===== src/rtl/http_chunked_body_decoder_unit_defines.svh =====
// Assertion helpers shared by the decoder RTL.
`ifndef HTTP_CHUNKED_BODY_DECODER_UNIT_DEFINES_SVH
`define HTTP_CHUNKED_BODY_DECODER_UNIT_DEFINES_SVH

// Same-cycle implication, ignored while reset is asserted.
`define HCBD_ASSERT_NOW(label, clk, rst_n, ante, cons, msg) \
    label: assert property (@(posedge clk) disable iff (!rst_n) (ante) |-> (cons)) \
        else $error(msg);

// Next-cycle implication, ignored while reset is asserted.
`define HCBD_ASSERT_NEXT(label, clk, rst_n, ante, cons, msg) \
    label: assert property (@(posedge clk) disable iff (!rst_n) (ante) |=> (cons)) \
        else $error(msg);

`endif


===== src/rtl/hcbd_pkg.sv =====
package hcbd_pkg;

    localparam int BYTE_W = 8;
    localparam int LEN_W  = 32;
    localparam int HEX_W  = 4;

    localparam logic [BYTE_W-1:0] CHAR_CR = 8'h0D;
    localparam logic [BYTE_W-1:0] CHAR_LF = 8'h0A;

    typedef enum logic [2:0] {
        PH_SKIP_PRE  = 3'd0,
        PH_SIZE      = 3'd1,
        PH_SKIP_POST = 3'd2,
        PH_PAYLOAD   = 3'd3,
        PH_DONE      = 3'd4
    } t_phase;

    typedef struct packed {
        logic [BYTE_W-1:0] out_byte;
        logic              out_valid;
        logic              done_res;
        logic [LEN_W-1:0]  decoded_length;
    } t_result;

    typedef struct packed {
        logic    push;
        t_result res;
    } t_push;

    function automatic logic is_crlf(input logic [BYTE_W-1:0] b);
        return (b == CHAR_CR) || (b == CHAR_LF);
    endfunction

    // bit HEX_W flags a hex digit, low bits hold its value
    function automatic logic [HEX_W:0] hex_digit(input logic [BYTE_W-1:0] b);
        logic [HEX_W:0] r;
        r = '0;
        if (b inside {[8'h30:8'h39]}) begin
            r = {1'b1, HEX_W'(b - 8'h30)};
        end else if (b inside {[8'h61:8'h66]}) begin
            r = {1'b1, HEX_W'(b - 8'h57)};
        end else if (b inside {[8'h41:8'h46]}) begin
            r = {1'b1, HEX_W'(b - 8'h37)};
        end
        return r;
    endfunction

endpackage


===== src/rtl/hcbd_in_if.sv =====
interface hcbd_in_if;
    logic                        valid;
    logic                        ready;
    logic [hcbd_pkg::BYTE_W-1:0] in_byte;
    logic                        in_last;

    modport source (output valid, output in_byte, output in_last, input ready);
    modport sink   (input valid, input in_byte, input in_last, output ready);
endinterface


===== src/rtl/hcbd_out_if.sv =====
interface hcbd_out_if;
    logic                        valid;
    logic                        ready;
    logic [hcbd_pkg::BYTE_W-1:0] out_byte;
    logic                        out_valid;
    logic                        done_res;
    logic [hcbd_pkg::LEN_W-1:0]  decoded_length;

    modport source (output valid, output out_byte, output out_valid, output done_res,
                    output decoded_length, input ready);
    modport sink   (input valid, input out_byte, input out_valid, input done_res,
                    input decoded_length, output ready);
endinterface


===== src/rtl/hcbd_decode.sv =====
`include "http_chunked_body_decoder_unit_defines.svh"

module hcbd_decode (
    input  logic                        i_clk,
    input  logic                        i_rst_n,
    input  logic                        i_accept,
    input  logic [hcbd_pkg::BYTE_W-1:0] i_byte,
    input  logic                        i_last,
    output hcbd_pkg::t_push             o_push
);
    import hcbd_pkg::*;

    t_phase            r_phase, n_phase;
    logic [LEN_W-1:0]  r_chunk, n_chunk;
    logic [LEN_W-1:0]  r_count, n_count;
    logic              r_done_sent, n_done_sent;

    t_phase            w_eff;
    logic [LEN_W-1:0]  w_chunk_eff;
    logic [LEN_W-1:0]  w_chunk_dec;
    logic [LEN_W-1:0]  w_count_inc;
    logic [HEX_W:0]    w_hex;
    logic              w_crlf;
    logic              w_is_hex;
    logic              w_emit;
    logic              w_ended;

    assign w_crlf      = is_crlf(i_byte);
    assign w_hex       = hex_digit(i_byte);
    assign w_is_hex    = w_hex[HEX_W];
    assign w_chunk_dec = r_chunk - LEN_W'(1);
    assign w_count_inc = r_count + LEN_W'(1);

    // phase as seen after the leading skip resolves on this byte
    always_comb begin
        w_eff       = r_phase;
        w_chunk_eff = r_chunk;
        case (r_phase)
            PH_SKIP_PRE: begin
                if (!w_crlf) begin
                    w_eff       = PH_SIZE;
                    w_chunk_eff = '0;
                end
            end
            PH_SIZE, PH_SKIP_POST, PH_PAYLOAD: begin
                w_eff = r_phase;
            end
            default: begin
                w_eff = PH_DONE;
            end
        endcase
    end

    // outputs
    always_comb begin
        w_emit  = (w_eff == PH_PAYLOAD) || ((w_eff == PH_SKIP_POST) && !w_crlf);
        w_ended = ((w_eff == PH_SIZE) && !w_is_hex && (w_chunk_eff == '0))
                || (i_last && !r_done_sent);

        o_push.push               = i_accept && (w_emit || w_ended);
        o_push.res.out_byte       = w_emit ? i_byte : '0;
        o_push.res.out_valid      = w_emit;
        o_push.res.done_res       = w_ended;
        o_push.res.decoded_length = w_emit ? w_count_inc : r_count;
    end

    // next state
    always_comb begin
        n_phase     = w_eff;
        n_chunk     = w_chunk_eff;
        n_count     = w_emit ? w_count_inc : r_count;
        n_done_sent = r_done_sent || w_ended;
        case (w_eff)
            PH_SIZE: begin
                if (w_is_hex) begin
                    n_chunk = {w_chunk_eff[LEN_W-HEX_W-1:0], w_hex[HEX_W-1:0]};
                end else if (w_chunk_eff == '0) begin
                    n_phase = PH_DONE;
                end else begin
                    n_phase = PH_SKIP_POST;
                end
            end
            PH_SKIP_POST, PH_PAYLOAD: begin
                if (w_emit) begin
                    n_chunk = w_chunk_dec;
                    n_phase = (w_chunk_dec == '0) ? PH_SKIP_PRE : PH_PAYLOAD;
                end
            end
            default: begin
                n_phase = w_eff;
            end
        endcase
        if (i_last) begin
            n_phase     = PH_SKIP_PRE;
            n_chunk     = '0;
            n_count     = '0;
            n_done_sent = 1'b0;
        end
    end

    always_ff @(posedge i_clk) begin
        if (!i_rst_n) begin
            r_phase     <= PH_SKIP_PRE;
            r_chunk     <= '0;
            r_count     <= '0;
            r_done_sent <= 1'b0;
        end else if (i_accept) begin
            r_phase     <= n_phase;
            r_chunk     <= n_chunk;
            r_count     <= n_count;
            r_done_sent <= n_done_sent;
        end
    end

    `HCBD_ASSERT_NOW(a_done_flagged, i_clk, i_rst_n, r_phase == PH_DONE, r_done_sent,
        "decoder ended without recording the done result")
    `HCBD_ASSERT_NOW(a_chunk_live, i_clk, i_rst_n,
        (r_phase == PH_SKIP_POST) || (r_phase == PH_PAYLOAD), r_chunk != '0,
        "payload phase entered with an empty chunk")
    `HCBD_ASSERT_NEXT(a_last_clears, i_clk, i_rst_n, i_accept && i_last,
        (r_phase == PH_SKIP_PRE) && (r_count == '0) && !r_done_sent,
        "state not cleared after the last byte")

endmodule


===== src/rtl/hcbd_out_buf.sv =====
`include "http_chunked_body_decoder_unit_defines.svh"

module hcbd_out_buf (
    input  logic              i_clk,
    input  logic              i_rst_n,
    input  hcbd_pkg::t_push   i_push,
    output logic              o_in_ready,
    output logic              o_valid,
    input  logic              i_ready,
    output hcbd_pkg::t_result o_res
);
    import hcbd_pkg::*;

    logic    r_out_valid;
    logic    r_skid_valid;
    t_result r_out;
    t_result r_skid;
    logic    w_pop;

    assign w_pop      = r_out_valid && i_ready;
    assign o_in_ready = !r_skid_valid;
    assign o_valid    = r_out_valid;
    assign o_res      = r_out;

    always_ff @(posedge i_clk) begin
        if (!i_rst_n) begin
            r_out_valid  <= 1'b0;
            r_skid_valid <= 1'b0;
        end else if (r_skid_valid) begin
            if (w_pop) begin
                r_skid_valid <= 1'b0;
            end
        end else if (i_push.push) begin
            if (r_out_valid && !w_pop) begin
                r_skid_valid <= 1'b1;
            end else begin
                r_out_valid <= 1'b1;
            end
        end else if (w_pop) begin
            r_out_valid <= 1'b0;
        end
    end

    always_ff @(posedge i_clk) begin
        if (r_skid_valid) begin
            if (w_pop) begin
                r_out <= r_skid;
            end
        end else if (i_push.push) begin
            if (r_out_valid && !w_pop) begin
                r_skid <= i_push.res;
            end else begin
                r_out <= i_push.res;
            end
        end
    end

    `HCBD_ASSERT_NOW(a_skid_behind_out, i_clk, i_rst_n, r_skid_valid, r_out_valid,
        "skid entry held with an empty output register")
    `HCBD_ASSERT_NEXT(a_stall_to_skid, i_clk, i_rst_n,
        i_push.push && !r_skid_valid && r_out_valid && !w_pop, r_skid_valid,
        "result lost while the output stalled")
    `HCBD_ASSERT_NEXT(a_skid_drains, i_clk, i_rst_n, r_skid_valid && w_pop,
        r_out_valid && !r_skid_valid, "skid entry not moved to the output register")

endmodule


===== src/rtl/http_chunked_body_decoder_unit.sv =====
// HTTP chunked body decoder.
// i_in carries one body byte per transaction (in_byte) with in_last marking
// the final byte of a buffer. o_out carries a result only for bytes that
// pass payload through or end decoding: out_byte/out_valid for a payload
// byte, done_res when the buffer's decoding ends, decoded_length as the
// running payload count. Other size-line, CR/LF and trailing bytes give nothing.
// A result is registered in the output register, or in the skid entry
// while o_out stalls. Throughput: one byte per cycle while i_in.ready is
// high; the whole per-byte update is one pass of the decode logic.
// A two-entry output stage (output register plus skid) keeps i_in.ready
// high while one result waits; if o_out stays stalled and a second result
// arrives, i_in.ready drops until the receiver takes one.
// Reset (synchronous, i_rst_n low) empties the output stage and returns the
// decoder to skipping before a size line; the last byte of each buffer does
// the same to the decode state.
module http_chunked_body_decoder_unit (
    input logic        i_clk,
    input logic        i_rst_n,
    hcbd_in_if.sink    i_in,
    hcbd_out_if.source o_out
);
    import hcbd_pkg::*;

    t_push   w_push;
    t_result w_res;
    logic    w_in_ready;
    logic    w_accept;

    assign w_accept   = i_in.valid && w_in_ready;
    assign i_in.ready = w_in_ready;

    hcbd_decode u_decode (
        .i_clk    (i_clk),
        .i_rst_n  (i_rst_n),
        .i_accept (w_accept),
        .i_byte   (i_in.in_byte),
        .i_last   (i_in.in_last),
        .o_push   (w_push)
    );

    hcbd_out_buf u_out_buf (
        .i_clk      (i_clk),
        .i_rst_n    (i_rst_n),
        .i_push     (w_push),
        .o_in_ready (w_in_ready),
        .o_valid    (o_out.valid),
        .i_ready    (o_out.ready),
        .o_res      (w_res)
    );

    assign o_out.out_byte       = w_res.out_byte;
    assign o_out.out_valid      = w_res.out_valid;
    assign o_out.done_res       = w_res.done_res;
    assign o_out.decoded_length = w_res.decoded_length;

endmodule

===== src/flat_wrapper.sv =====
// flat-port wrapper written by rule: the top's interface ports become plain ports
module http_chunked_body_decoder_unit_flat import hcbd_pkg::*;
  (i_clk, i_rst_n, i_in_valid, i_in_in_byte, i_in_in_last, i_in_ready, o_out_valid, o_out_out_byte, o_out_out_valid, o_out_done_res, o_out_decoded_length, o_out_ready);
  hcbd_in_if i_in_i ();
  hcbd_out_if o_out_i ();
  input logic i_clk;
  input logic i_rst_n;
  input wire logic [$bits(i_in_i.valid)-1:0] i_in_valid;
  input wire logic [$bits(i_in_i.in_byte)-1:0] i_in_in_byte;
  input wire logic [$bits(i_in_i.in_last)-1:0] i_in_in_last;
  output wire logic [$bits(i_in_i.ready)-1:0] i_in_ready;
  output wire logic [$bits(o_out_i.valid)-1:0] o_out_valid;
  output wire logic [$bits(o_out_i.out_byte)-1:0] o_out_out_byte;
  output wire logic [$bits(o_out_i.out_valid)-1:0] o_out_out_valid;
  output wire logic [$bits(o_out_i.done_res)-1:0] o_out_done_res;
  output wire logic [$bits(o_out_i.decoded_length)-1:0] o_out_decoded_length;
  input wire logic [$bits(o_out_i.ready)-1:0] o_out_ready;
  assign i_in_i.valid = i_in_valid;
  assign i_in_i.in_byte = i_in_in_byte;
  assign i_in_i.in_last = i_in_in_last;
  assign i_in_ready = i_in_i.ready;
  assign o_out_valid = o_out_i.valid;
  assign o_out_out_byte = o_out_i.out_byte;
  assign o_out_out_valid = o_out_i.out_valid;
  assign o_out_done_res = o_out_i.done_res;
  assign o_out_decoded_length = o_out_i.decoded_length;
  assign o_out_i.ready = o_out_ready;
  http_chunked_body_decoder_unit u_core (.i_clk(i_clk), .i_rst_n(i_rst_n), .i_in(i_in_i), .o_out(o_out_i));
endmodule

===== config.mk =====
export PLATFORM = sky130hd
export DESIGN_NAME = http_chunked_body_decoder_unit_flat
export DESIGN_NICKNAME = d
export VERILOG_FILES = /design/src/rtl/hcbd_pkg.sv /design/src/rtl/hcbd_in_if.sv /design/src/rtl/hcbd_out_if.sv /design/src/rtl/hcbd_decode.sv /design/src/rtl/hcbd_out_buf.sv /design/src/rtl/http_chunked_body_decoder_unit.sv /design/src/flat_wrapper.sv
export VERILOG_INCLUDE_DIRS = /design/src /design/src/rtl
export SDC_FILE = /design/constraint.sdc
export NUM_CORES = 1
export LEC_CHECK = 0
export BUFFER_PORTS_ARGS = -buffer_cell sky130_fd_sc_hd__buf_2
export CAP_MARGIN = 0
export CORE_ASPECT_RATIO = 1.2
export CORE_MARGIN = 2
export CORE_UTILIZATION = 60
export CTS_BUF_LIST = sky130_fd_sc_hd__clkbuf_4
export DETAILED_ROUTE_END_ITERATION = 12
export PLACE_DENSITY_LB_ADDON = 0.05
export SYNTH_ARGS = -nofsm -noshare
export SYNTH_HDL_FRONTEND = slang
export SYNTH_SLANG_ARGS = --single-unit

===== constraint.sdc =====
create_clock -name i_clk -period 13.8 [get_ports i_clk]
set_clock_uncertainty 0.05 [all_clocks]
set_input_delay 4.14 -clock i_clk [delete_from_list [all_inputs] [get_ports i_clk]]
set_output_delay 4.14 -clock i_clk [all_outputs]
set_load 0.05 [all_outputs]

=== After elaboration in Yosys (flattened, before gate mapping) ===
Index checks and enable logic that the tools add are counted.

* Reduce and logical (&&, ||, !) cells: 31
* Equality and inequality tests: 11
* Order comparisons: 6
* Add/subtract/negate cells: 5
* Multiplexer cells: 32
* Bitwise gates (word level): 1

{| class="wikitable"
|+ Operators with widths
! cell !! count
|-
| $mux W32 || 7
|-
| $mux W42 || 4
|-
| $logic_not A32 Y1 || 2
|-
| $pmux W32 S2 || 1
|-
| $add A32 B1 Y32 const B || 1
|-
| $sub A32 B1 Y32 const B || 1
|-
| $eq A8 B4 Y1 const B || 2
|-
| $ge A8 B7 Y1 const B || 2
|-
| $le A8 B7 Y1 const B || 2
|-
| $mux W3 || 5
|-
| $mux W5 || 3
|-
| $eq A3 B2 Y1 const B || 4
|-
| $pmux W3 S2 || 2
|-
| $logic_and A1 B1 Y1 || 11
|-
| $reduce_and A3 Y1 || 3
|-
| $ge A8 B6 Y1 const B || 1
|-
| $le A8 B6 Y1 const B || 1
|-
| $mux W1 || 8
|-
| $mux W8 || 1
|-
| $sub A4 B3 Y4 const B || 2
|-
| $eq A3 B1 Y1 const B || 2
|-
| $logic_not A1 Y1 || 5
|-
| $logic_or A1 B1 Y1 || 5
|-
| $ne A2 B2 Y1 const B || 2
|-
| 8 further kinds || 9
|}

* Input bits: 13
* Output and inout bits: 44
* Flip-flop bits (word level): 154
* Word-level logic and storage cells: 100

=== Depth between registers and ports, before layout ===
* Word-level depth: 13
* Depth in mapped cells: 11
* Depth with buffers taken out: 10

=== By module ===
A second synthesis with hierarchy kept.

* Cells, all modules: 796
* Area total of the unflattened synthesis: 8044.0 um2

{| class="wikitable"
|+ Modules (own cells, without submodules)
! module !! area each (um2) !! cells an instance !! seq. area each (um2) !! instances
|-
| hcbd_decode || 4878.4 || 650 || 1361.3 || 1
|-
| hcbd_out_buf || 3159.3 || 145 || 2562.5 || 1
|-
| http_chunked_body_decoder_unit || 6.3 || 1 || 0.0 || 1
|}

=== Least setup slack after synthesis ===
No wires, ideal clock.

* Kind: input-to-reg
* Start: input port i_in_in_byte[2]
* End: register u_core.u_out_buf.r_skid[0] (netlist bit) (enable)
* Data required time: 13247 ps
* Library setup time: 503 ps
* Setup slack: 4551 ps
* Data arrival time: 8696 ps
* Cell stages on the path: 8
* Cells stage by stage: clkbuf_1 -> mux2i_1 -> nor4_2 -> nor3_1 -> o2111ai_1 -> o21ai_2 -> o21ai_0 -> nor3b_1

{| class="wikitable"
|+ RTL lines
! what !! line !! source
|-
| start: declaration || flat_wrapper.sv:9 || <nowiki>input wire logic [$bits(i_in_i.in_byte)-1:0] i_in_in_byte;</nowiki>
|-
| end signal: assignment || hcbd_out_buf.sv:51 || <nowiki>r_skid <= i_push.res;</nowiki>
|-
| end: declaration || hcbd_out_buf.sv:17 || <nowiki>t_result r_skid;</nowiki>
|}

==> impl_results.md <==
- Status: complete, no violations
- Final setup viols: 0
- Cell Int Power: 0.6255 mW
- Total GRT Usage: 27.73%
- Worst-Margin Slew: 1.045 ns
- Final critical-path required period: 7.144 ns
- Max-Cap Viols: 0
- CTS max path bufs: 2
- Hpwl dp: 13160 um
- YS warnings: 0
- CTS Sinks: 154
- Initial DRT Pass Iterations: 5
- Tcrit/Tclk final: 51.77%
- Flop pwr share: 55.6%
- Hold_buf cts: 0
- Initial core utilization: 61.37%
- DR vias: 6650
- Worst Setup Start Kind: input pin
- Layout Cells excl Fill: 1043
- Crit Path Max Fanout: 28
- WP data required: 14.07 ns
- Area leader, netlist: edfxtp_1
- Worst-path cell chain: buf_2, inv_1, ha_1, mux2i_1, o41ai_4, inv_2, nand4_1, nor4_1, xor2_1, mux2_2
- Final GP Congestion: 0.9303
- Post-Synthesis Cells: 831
- GRT Residual Overflow: 0
- Yosys top cell area share: 31.05%
- Synth cell count leaders: edfxtp_1 (84), nand2_1 (80), dfxtp_1 (70), o21ai_0 (70), nor2_1 (57)
- Vias in the first global route: 6440
- CTS Root Cell: clkbuf_4
- Slowest-stage cell, CP: nor4_1
- Most numerous cell in the Yosys netlist: edfxtp_1
- Async SR Flop Fraction: 0%
- Clock slew at reported path FFs: 0.14 ns
- Post-synth cell types: 76
- Worst setup EP type: flop
- Switch Pwr: 0.2835 mW
- Hold/Removal Path Class: flop to flop
- DP Area: 8493 um2
- Max Slew Vio Count: 0
- Syn Nets: 851
- Fin Setup TNS: 0 ns
- I/O pins: 57
- Critical path arrival: 7.41 ns
- Share of cells above drive strength 1: 18.88%
- Core Region: 13240 um2
- Clk_lat worst skew: 0.55 ns
- Global Route met1 Usage: 35.26%
- GR Layer Usage met2: 47.10%
- Hold slack: 0.4401 ns
- Cell Pwr Density: 103.5 nW/um2
- Clock Power Share: 30.5%
- WL final: 19630 um
- Delay of the slowest critical-path stage: 0.72 ns
- Layout net count: 881
- Cell Area, Synth: 8124 um2
- Die footprint: 14490 um2
- WL/cell: 18.82 um
- Final Hold Viols: 0
- Final core utilization: 66.36%
- Antenna Nets Post-Route: 0
- Logic pwr share: 13.9%
- Leak pwr: 3.264 nW
- WP buf/inv: 3
- Synth-to-Final Area Change: 8.132%
- Max VDD drop: 0.00005452 V
- Main synth FF type: edfxtp_1
- Die W: 110.2 um
- Sw frac: 31.19%
- Largest net degree at the start of global routing: 52
- CP top delay family: simple AND/OR/NAND/NOR gates
- DR iter-0 viols: 423
- CTS tree: yes
- Post-placement cell count: 1010
- Port bufs: 56
- Synthesis-stage register bit count: 154
- Number of buffers created by CTS: 17
- Grt peak-use layer: met2
- Placement Rows: 46
- Residual DRC: 0
- Post-Syn Area per Cell: 9.776 um2
- First-pass GRT wire length: 31840 um
- # fillers: 1094
- Setup Buffers After CTS: 0
- Initial antenna violation count: 1
- Slew margin rel.: 30.36%
- Clock H-tree levels: 4
- Post-synthesis sequential area ratio: 48.30%
- Top post-synthesis cells by area: edfxtp_1 (31%), dfxtp_1 (17%), mux2_2 (5.3%)
- Number of enable flip-flop cells after synthesis: 84
- Setup CP Type: input pin to flop
- RSZ-0062 raised after global routing: no
- Grt met3 use: 3.323%
- Design area: 8785 um2
- # resized after CTS: 0
- Fmax: 0.1400 GHz
- Vias/cell: 6.376
- Die height: 131.5 um
## power by group through the flow
| stage | registers, mW | logic (mW) | clock network, mW |
|---|---|---|---|
| 2_1_floorplan | 0.558 | 0.0510 | 0 |
| 3_3_place_gp | 0.515 | 0.124 | 0 |
| 3_5_place_dp | 0.516 | 0.126 | 0 |
| 4_1_cts | 0.505 | 0.126 | 0.283 |
| 5_1_grt | 0.507 | 0.134 | 0.300 |
| 6_report | 0.505 | 0.126 | 0.278 |
## path summary, 6_finish.rpt
path	start	end	slack, ns	cells past startpoint
worst min-delay path	u_core.u_decode.r_count[18]$_SDFFE_PN0P_	u_core.u_decode.r_count[18]$_SDFFE_PN0P_	0.44	1
worst max register to register	u_core.u_decode.r_phase[1]$_SDFFE_PN0P_	u_core.u_out_buf.o_res[28]$_DFFE_PP_	9.87	7
worst max-delay path	i_in_in_byte[1]	u_core.u_out_buf.o_res[28]$_DFFE_PP_	6.66	10
worst min register to register	u_core.u_decode.r_count[18]$_SDFFE_PN0P_	u_core.u_decode.r_count[18]$_SDFFE_PN0P_	0.44	1
## cell usage in the layout (no fill, tap or decap), types with 16 or more instances in the layout
cell type and instances:
edfxtp_1 84, nand2_1 80, o21ai_0 70, dfxtp_1 70, nor2_1 57, buf_2 56
mux2_2 38, xnor2_1 29, a21oi_1 29, nor3_1 27, xor2_1 25, nor2b_1 20
nor4_1 18, a22oi_1 18, nand3_1 17, clkbuf_4 17, inv_1 16
## state kept, by name, indices dropped and copies added, names as in the netlist
signal / flops
u_core.u_out_buf.r_skid_valid: 1
u_core.u_out_buf.o_valid: 1
u_core.u_decode.r_chunk: 32
u_core.u_out_buf.o_res: 42
u_core.u_decode.r_phase: 3
u_core.u_decode.r_done_sent: 1
u_core.u_decode.r_count: 32
u_core.u_out_buf.r_skid: 42
## worst reg2reg max path: stages, from the launching register on
cell	delay, ns
dfxtp_1	0.66
nor2b_1	0.56
o41ai_4	0.19
inv_2	0.44
nand4_1	0.63
nor4_1	0.73
xor2_1	0.17
mux2_2	0.30
## cell type report
class                           count  area, um2  area share (%)
Clock inverter                     15      161.4           1.837
Inverter                           18      67.56          0.7691
Clock buffer                       17      127.6           1.453
Multi-Input combinational cell    601       3914           44.55
Timing Repair Buffer               69      377.9           4.301
Tap cell                          168      210.2           2.393
Sequential cell                   154       3924           44.67
Antenna cell                        1      2.502         0.02849
## metal layers
layer	vias to the layer above	share of wire [%]
met5	-	0
met3	40	4.7
met2	240	51
met4	0	2.8
li1	3139	-
met1	3231	42
## metrics by stage
| stage | worst slack [ns] | total power, mW |
|---|---|---|
| final | 6.656 | 0.9091 |
| after global routing | 6.384 | 0.9412 |
| after CTS | 6.696 | 0.9146 |
| after floorplan | 4.551 | 0.6088 |
| after detailed placement | 6.089 | 0.6416 |
| after global placement | 6.186 | 0.6388 |
## logic make-up (layout without fill, tap and decap cells)
| family | count (synthesis) | after routing | synth area share [%] |
|---|---|---|---|
| AO/OA/AOI/OAI | 194 | 194 | 15.46 |
| XOR/XNOR | 54 | 54 | 5.822 |
| adder cells (fa/ha/maj) | 7 | 7 | 1.078 |
| buffers and inverters | 76 | 119 | 3.835 |
| flip-flops | 154 | 154 | 48.30 |
| multiplexers | 42 | 42 | 5.760 |
| other | 0 | 1 | 0 |
| AND/OR/NAND/NOR | 304 | 304 | 19.74 |
No activity file was read; power rests on OpenSTA's default activity.
